[config.mk]
export PLATFORM = sky130hd
export DESIGN_NAME = qrc_ctrl
export DESIGN_NICKNAME = d
export VERILOG_FILES = /design/src/hdl/qrc_pkg.sv /design/src/hdl/qrc_ctrl.sv
export SDC_FILE = /design/constraint.sdc
export NUM_CORES = 1
export LEC_CHECK = 0
export BUFFER_PORTS_ARGS = -buffer_cell sky130_fd_sc_hd__buf_2
export CORE_AREA = 3 3 40 42
export CTS_CLUSTER_DIAMETER = 120
export DETAILED_ROUTE_END_ITERATION = 7
export DIE_AREA = 0 0 43 45
export PLACE_DENSITY = 0.35
export SYNTH_ARGS = -nofsm -noshare
export SYNTH_HDL_FRONTEND = slang
export SYNTH_SLANG_ARGS = --single-unit
[constraint.sdc]
create_clock -name i_clk -period 0.9 [get_ports i_clk]
set_input_delay 0.18 -clock i_clk [delete_from_list [all_inputs] [get_ports i_clk]]
set_output_delay 0.18 -clock i_clk [all_outputs]
set_load 0.03 [all_outputs]
[src/hdl/qrc_pkg.sv]
// ----------------------------------------------------------------------------
// qrc_pkg: shared types and constants of the probed query result cache
// field widths, operation codes, default sizes and the controller/datapath
// command and status bundles
// ----------------------------------------------------------------------------
package qrc_pkg;

    // default table geometry (table size must be a power of two)
    localparam int TABLE_SLOTS_DEF = 4096;
    localparam int PROBE_LIMIT_DEF = 4;

    // request and result field widths
    localparam int KEY_W  = 64;
    localparam int PAY_W  = 32;
    localparam int SLOT_W = 12;

    // operation codes
    localparam logic OP_LOOKUP = 1'b0;
    localparam logic OP_INSERT = 1'b1;

    // controller to datapath
    typedef struct packed {
        logic load;    // capture a new request
        logic probe;   // issue the next probe read
        logic finish;  // register the result, write the slot on insert
        logic clr;     // write one cleared entry of the clearing pass
    } t_cmd;

    // datapath to controller
    typedef struct packed {
        logic chk_live;    // read data of a probe is waiting to be checked
        logic chk_hit;     // that probe ends the search (key match on lookup, free slot on insert)
        logic chk_last;    // that probe is the last one of the sequence
        logic issue_more;  // probes are left to issue
        logic clr_done;    // clearing pass is at its last entry
    } t_sts;

endpackage

[src/hdl/qrc_ctrl.sv]
// ----------------------------------------------------------------------------
// qrc_ctrl: sequencer of the probed query result cache
// runs the clearing pass after reset and steps the probe reads of a request
// ----------------------------------------------------------------------------
module qrc_ctrl
    import qrc_pkg::*;
(
    input  logic i_clk,
    input  logic i_rst_n,
    input  logic start,
    output logic busy,
    input  t_sts i_sts,
    output t_cmd o_cmd
);

    localparam logic [1:0] ST_CLEAR = 2'd0;
    localparam logic [1:0] ST_IDLE  = 2'd1;
    localparam logic [1:0] ST_PROBE = 2'd2;

    logic [1:0] r_state;
    logic [1:0] n_state;
    logic       finish;

    assign finish = i_sts.chk_live && (i_sts.chk_hit || i_sts.chk_last);

    always_comb begin
        n_state      = r_state;
        o_cmd.load   = 1'b0;
        o_cmd.probe  = 1'b0;
        o_cmd.finish = 1'b0;
        o_cmd.clr    = 1'b0;
        case (r_state)
            ST_CLEAR: begin
                o_cmd.clr = 1'b1;
                if (i_sts.clr_done) begin
                    n_state = ST_IDLE;
                end
            end
            ST_IDLE: begin
                if (start) begin
                    o_cmd.load = 1'b1;
                    n_state    = ST_PROBE;
                end
            end
            ST_PROBE: begin
                if (finish) begin
                    o_cmd.finish = 1'b1;
                    n_state      = ST_IDLE;
                end else begin
                    o_cmd.probe = i_sts.issue_more;
                end
            end
            default: begin
                n_state = ST_CLEAR;
            end
        endcase
    end

    always_ff @(posedge i_clk) begin
        if (!i_rst_n) begin
            r_state <= ST_CLEAR;
        end else begin
            r_state <= n_state;
        end
    end

    assign busy = (r_state != ST_IDLE);

endmodule

# Word-level counts from Yosys, hierarchy flattened
# Index checks and enable logic that the tools add are counted.
# word_totals
inputBits	8
wordCells	21
out_inout_bits	5
reg_bits	2
# op_classes
reduce_logical	4
muxes	10
n_eq_ne	6
# ops
op	count
2-bit 2-to-1 mux	4
2-bit != test (second input constant)	3
2-bit case mux with 3 select lines	1
1-bit 2-to-1 mux	5
3-bit AND reduction	1
2-bit by 1-bit == test with 1-bit output (second input constant)	1
2-bit == test (second input constant)	1
2-bit logical NOT	1
2-bit by 1-bit != test with 1-bit output (second input constant)	1
1-bit logical AND	1
1-bit logical OR	1

# Logic depth before layout (Yosys ltp)
# Gate-level depths: netlist of run 1.
# logic_depth
ltp_word	4
ltp_mapped	2
depth_no_buf	2

# Least setup slack after synthesis of run 1
# OpenSTA, ideal clock, no wires.
# synth_timing
kind	flip-flop to output port
start	reg r_state[1]
end	out o_cmd[1] (netlist name)
path_stages_with_launch	2
t_required_ps	720
path_buffers	0
path_slack_ps	-409
t_arrival_ps	1129
cell_sequence	dfxtp_1 > nor3b_1
# synth_lines
element	line	rtl
from (decl)	qrc_ctrl.sv:20	logic [1:0] r_state;
from (signal assigned)	qrc_ctrl.sv:63	r_state <= n_state;
to (decl)	qrc_ctrl.sv:13	output t_cmd o_cmd

# Final worst setup path of run 1
# layout_timing
start	reg r_state[0]
end	out busy
# layout_between
elab_chain_cells	1
# layout_rtl
element	line	rtl
2-bit by 1-bit != test with 1-bit output	qrc_ctrl.sv:67	assign busy = (r_state != ST_IDLE);
to (decl)	qrc_ctrl.sv:11	output logic busy,
# No other way between the ends.

==> impl_results.md, run 1 <==
- Slew Limit Fails: 0
- Drt pass-1 iters: 1
- Core ar.: 0.00128 mm^2
- Post-route cell area: 384 um^2
- Placed Area: 299 um^2
- Pwr/cell area: 1320 mW/mm^2
- Worst R2R End: r_state[0]$_SDFFE_PN0P_
- Flop2flop setup slack: -0.16 ns
- # setup viols final: 7
- First-pass GRT wire length: 800 um
- Clock Sink Count: 2
- Post-synth EDFFs: 0
- Total number of vias: 205
- Syn. warnings: 0
- Depth of the CTS H-tree: 1
- CTS tree: built
- Hold/Removal Path Class: in -> reg
- Placed instance count: 50
- Die Y: 45 um
- Syn avg cell area: 8.76 um^2
- Period utilization: 130%
- Fin. Hold Viols: 0
- Worst Setup EP: busy
- Status: finished, violations left
- Gr ovfl total: 0
- DRC errors left: 0
- Antenna Nets Post-Route: 0
- RSZ-0062 raised after global routing: yes
- Final antenna diode count: 0
- Most common cell in the synthesized netlist: nor2_1
- Cell count of the worst hold path: 3
- Clk_lat worst skew: 0.22 ns
- Drt wl/cell: 9.98 um
- Synth top area share: 28.6%
- R2r worst-path depth: 4
- Async S/R FF share, synth: 0%
- Most area-consuming cells after synthesis: dfxtp_1, o32ai_2, and4b_2
- Vias in the first global route: 216
- I/O pins: 13
- Vias per cell: 3.80
- Largest net degree at the start of global routing: 7
- Netlist cell types: 13
- Initial antenna violation count: 0
- CP required: 0.72 ns
- 1st-iter DRT viols: 0
- Layout cell share with drive strength beyond 1: 87.2%
- Bufs on Longest Clock Path: 2
- Pleak: 0.175 nW
- Post-Syn Nets: 24
- Ys flop type: dfxtp_1
- Mapped cell area: 140 um^2
- FMAX: 853 MHz
- IO Port Bufs: 12
- Clk pin slew, worst setup/hold paths: 0.03 ns
- Area leader, netlist: dfxtp_1
- Setup crit end kind: primary output
- Crit path arrival time: 0.99 ns
- Cells after synthesis: 16
- Root Buffer Master: clkbuf_4
- Largest registers: r_state (2)
- Area Overhead vs Synth: 174%
- Initial core utilization: 10.9%
- Inserted Clock Buffers: 3
- Period minus WS final: 1.17 ns
- Slew @ Worst Pin: 0.191 ns
- Max FFs per register: 2
- Die width: 43 um
- Synth cell count leaders: nor2_1, dfxtp_1
- Biggest register: r_state
- Maximum vdd drop: 299 uV
- Rows: 13
- Routability cong.: 0.697
- Max-cap violations: 0
- Post-cts hold buffer count: 0
- Final cell count without fillers: 54
- Sequential element share of the synthesized area: 28.6%
- Crit. Startpoint: r_state[0]$_SDFFE_PN0P_
- Setup ws final: -0.272 ns
- Final nets: 49
- RR Startpoint: r_state[0]$_SDFFE_PN0P_
- Failing checks: negative setup slack
- WL final: 539 um
- Crit Path Max Fanout: 6
- CP Launch Type: flip-flop
- Critical Setup Path Class: reg -> out
- Clock skew: 0.000301 ns
- Count of state elements after synthesis: 2
- Die area: 0.00194 mm^2
- Gr usage total: 5.65%
- Relative slew slack: 87.3%
[cell usage in the layout (no fill, tap or decap)]
master / netlist / final
or2b_4: 0 / 1
nor3b_4: 0 / 1
buf_4: 0 / 7
and2_4: 0 / 1
buf_6: 0 / 6
buf_2: 0 / 7
o21ai_2: 1 / 1
clkbuf_4: 0 / 3
o22ai_1: 1 / 1
dfxtp_4: 0 / 2
o32ai_2: 1 / 1
o21a_1: 1 / 1
and4b_2: 1 / 1
nor2_4: 0 / 2
nand2b_4: 0 / 1
nand2_1: 1 / 1
nor2_1: 3 / 1
nand3b_1: 1 / 1
[critical path: stages (launching register included)]
cell,delay [ns]
dfxtp_4,0.37
or2b_4,0.27
buf_6,0.13
[report_power, final]
part           internal, mW  switching, mW
logic                 0.117         0.0880
clock network         0.146         0.0442
registers            0.0969         0.0134
[final cells by class]
type / instances / area, um^2
fill: 152 / 901
timing repair buffer: 20 / 155
multi-input combinational: 14 / 140
sequential: 2 / 47.5
clock buffer: 3 / 22.5
tap: 15 / 18.8
[stage by stage]
| stage | total power, mW | TNS, ns | setup slack, ns | hold slack [ns] | util, % |
|---|---|---|---|---|---|
| after detailed placement | 0.275 | -0.589 | -0.163 | 0.500 | 23.3 |
| final | 0.506 | -1.41 | -0.272 | 0.264 | 29.9 |
| after global placement | 0.271 | -0.485 | -0.142 | 0.505 | 23.3 |
| after floorplan | 0.198 | -0.0481 | -0.0267 | 0.361 | - |
| after global routing | 0.536 | -1.65 | -0.298 | 0.263 | 29.9 |
| after CTS | 0.509 | -1.32 | -0.286 | 0.263 | 28.8 |
[cell families after synthesis]
kind of cell	count (synthesis)	share of synthesized area, %
AO/OA/AOI/OAI	4	27.7
flip-flops	2	28.6
AND/OR/NAND/NOR	10	43.8
[per-layer routing]
metal	up-vias	share of wire (%)	GRT usage [%]
met2	9	57	11.4
li1	108	-	-
met5	-	0	0
met1	88	33	4.07
met3	0	9.5	2.79
met4	0	0	3.61
[what timing repair did]
action	in CTS	in global routing
resized for setup	14	3
hold endpoints to repair	0	0
buffers inserted	0	1
endpoints found under the setup margin	7	7
pin swaps	2	1
[how the worst min path moves through the flow]
stage	end	from	slack (ns)
global route	r_state[0]$_SDFFE_PN0P_	i_rst_n	0.26
finish	r_state[0]$_SDFFE_PN0P_	i_rst_n	0.26
CTS	r_state[1]$_SDFFE_PN0P_	i_rst_n	0.26
detailed placement	r_state[1]$_SDFFE_PN0P_	i_sts[3]	0.50
global placement	r_state[1]$_SDFFE_PN0P_	i_sts[3]	0.50
floorplan	r_state[1]$_SDFFE_PN0P_	i_sts[3]	0.36
No activity file was read; power rests on OpenSTA's default activity.
==> run 2: changes to the inputs <==
==> constraint.sdc (replaced) <==
create_clock -name i_clk -period 1.37 [get_ports i_clk]
set_input_delay 0.274 -clock i_clk [delete_from_list [all_inputs] [get_ports i_clk]]
set_output_delay 0.274 -clock i_clk [all_outputs]
set_load 0.03 [all_outputs]
==> run 2 against run 1 <==
Against the previous run:
- the run now ends clean
- worst setup slack gained 0.35 ns
- critical path depth is the same
- via count shrank 9.3%
- highest routed layer unchanged
- largest cell class is now multi-input gates
- worst hold slack gained 0.11 ns
- clock power shrank 34%
==> impl_results.md, run 2 (synthesized netlist as in run 1, its figures left out) <==
- Crit path arrival time: 1.02 ns (+0.03 ns)
- Total number of vias: 186 (-9.3%)
- Post-route cell area: 256 um^2 (-33%)
- Clk pin slew, worst setup/hold paths: 0.03 ns (about the same)
- Drt wl/cell: 9.38 um (-6.0%)
- Core ar.: 0.00128 mm^2 (unchanged)
- Hold Slack: 0.371 ns (+0.108 ns)
- Initial core utilization: 10.9% (unchanged)
- # setup viols final: 0 (-7)
- Vias in the first global route: 189 (-13%)
- CTS tree: built
- Max FFs per register: 2 (unchanged)
- Die Y: 45 um (unchanged)
- Worst R2R End: r_state[0]$_SDFFE_PN0P_
- Clock Sink Count: 2 (unchanged)
- Die width: 43 um (unchanged)
- Pwr/cell area: 1070 mW/mm^2 (-19%)
- Max-cap violations: 0 (unchanged)
- Met1 usage: 6.95% (+2.9 points)
- Maximum vdd drop: 216 uV (-28%)
- 1st-iter DRT viols: 1 (+1)
- Root Buffer Master: clkbuf_4
- Most common cell after layout, fill and taps aside: buf_2
- Hold Startpoint: start
- CP required: 1.10 ns (+0.38 ns)
- Final antenna diode count: 0 (unchanged)
- Clock skew: 0.00390 ns (+0.00360 ns)
- Inserted Clock Buffers: 3 (unchanged)
- Period minus WS final: 1.29 ns
- Setup Total Neg Slack: 0 ns (+1.41 ns)
- Period utilization: 94.5%
- Final cell count without fillers: 47 (-13%)
- Largest net degree at the start of global routing: 9 (+2)
- Drt pass-1 iters: 2 (+1)
- Status: finished, final reports clean
- Die area: 0.00194 mm^2 (unchanged)
- Met2 usage: 6.89% (-4.5 points)
- Gr usage total: 5.32% (-0.33 points)
- RSZ-0062 raised after global routing: no
- Vias per cell: 3.96 (+4.2%)
- WL final: 441 um (-18%)
- Hpwl dp: 356 um
- Clk_lat worst skew: 0.22 ns (about the same)
- Hold/Removal Path Class: in -> reg
- R2r worst-path depth: 2 (-2)
- Slew @ Worst Pin: 0.182 ns (-0.00862 ns)
- CP Launch Type: flip-flop
- Slew Limit Fails: 0 (unchanged)
- Flop2flop setup slack: 0.54 ns (+0.70 ns)
- IO Port Bufs: 12 (unchanged)
- Routability cong.: 0.690 (-0.95%)
- Critical Setup Path Class: reg -> out
- First-pass GRT wire length: 772 um (-3.5%)
- Depth of the CTS H-tree: 1 (unchanged)
- Initial antenna violation count: 0 (unchanged)
- Hold path endpoint: r_state[1]$_SDFFE_PN0P_
- Layout cell share with drive strength beyond 1: 68.8% (-18 points)
- DRC errors left: 0 (unchanged)
- Relative slew slack: 87.8% (+0.57 points)
- I/O pins: 13 (unchanged)
- Bufs on Longest Clock Path: 2 (unchanged)
- Util after Layout: 20.0% (-9.9 points)
- Gr ovfl total: 0 (unchanged)
- Area Overhead vs Synth: 83.0%
- Pleak: 0.121 nW (-31%)
- Placed instance count: 44 (-12%)
- Final nets: 42 (-14%)
- Antenna Nets Post-Route: 0 (unchanged)
- Fin. Hold Viols: 0 (unchanged)
- Met3 Use GR: 2.39% (-0.40 points)
- Crit Path Max Fanout: 8 (+2)
- GRT busiest layer: met1
- Most frequent cells in the layout: buf_2, nor2_1, clkbuf_4, dfxtp_2
- Cell count of the worst hold path: 3 (unchanged)
- Setup crit end kind: primary output
- Biggest register: r_state
- RR Startpoint: r_state[0]$_SDFFE_PN0P_
- Rows: 13 (unchanged)
- Largest registers: r_state (2)
- Placed Area: 231 um^2 (-23%)
- FMAX: 773 MHz
==> run 2: changes by cell type in the layout (fill, tap and decap cells not counted), sizes merged <==
cell	previous run	this run
buf	20	13
==> run 2: area by class of cell <==
type | count | area (um^2)
sequential | 2 | 42.5
timing repair buffer | 13 | 67.6
fill | 151 | 1030
tap | 15 | 18.8
clock buffer | 3 | 22.5
multi-input combinational | 14 | 105
==> run 2: worst max-delay path by stage <==
stage                          end               startpoint  depth (start not counted)  slack (ns)
after global placement    o_cmd[2]                 i_sts[2]                          4        0.17
after CTS                 o_cmd[2]  r_state[1]$_SDFFE_PN0P_                          2        0.02
after global routing      o_cmd[2]  r_state[0]$_SDFFE_PN0P_                          2        0.02
after detailed placement  o_cmd[1]                 i_sts[2]                          5        0.16
final                     o_cmd[2]  r_state[0]$_SDFFE_PN0P_                          2        0.08
after floorplan           o_cmd[3]  r_state[0]$_SDFFE_PN0P_                          2        0.21
==> run 2: report_power, final <==
group / total (mW) / switching [mW] / internal, mW
clock: 0.127 / 0.0307 / 0.0964
combinational: 0.0742 / 0.0423 / 0.0319
sequential: 0.0735 / 0.00859 / 0.0649
total: 0.275 / 0.0817 / 0.193
==> run 2: repair_timing <==
item / CTS / global route
buffers inserted: 0 / 0
pin swaps: 0 / 0
setup endpoints to repair: 1 / 2
resized for setup: 1 / 1
hold buffers: 0 / 0
==> run 2: critical path, cell delays in order, from the launching register on <==
cell and delay [ns]:
dfxtp_2 0.34, and4b_2 0.27, buf_2 0.19
==> run 2: through the flow <==
step | power (mW) | setup slack (ns)
2_1_floorplan | 0.118 | 0.206
6_report | 0.275 | 0.0757
3_3_place_gp | 0.146 | 0.172
3_5_place_dp | 0.148 | 0.160
5_1_grt | 0.299 | 0.0155
4_1_cts | 0.282 | 0.0192
==> run 2: per-layer routing <==
layer / vias to the layer above / part of all wire [%]
met5: - / 0
met4: 0 / 0
met3: 0 / 15
met2: 12 / 37
met1: 81 / 49
li1: 93 / -
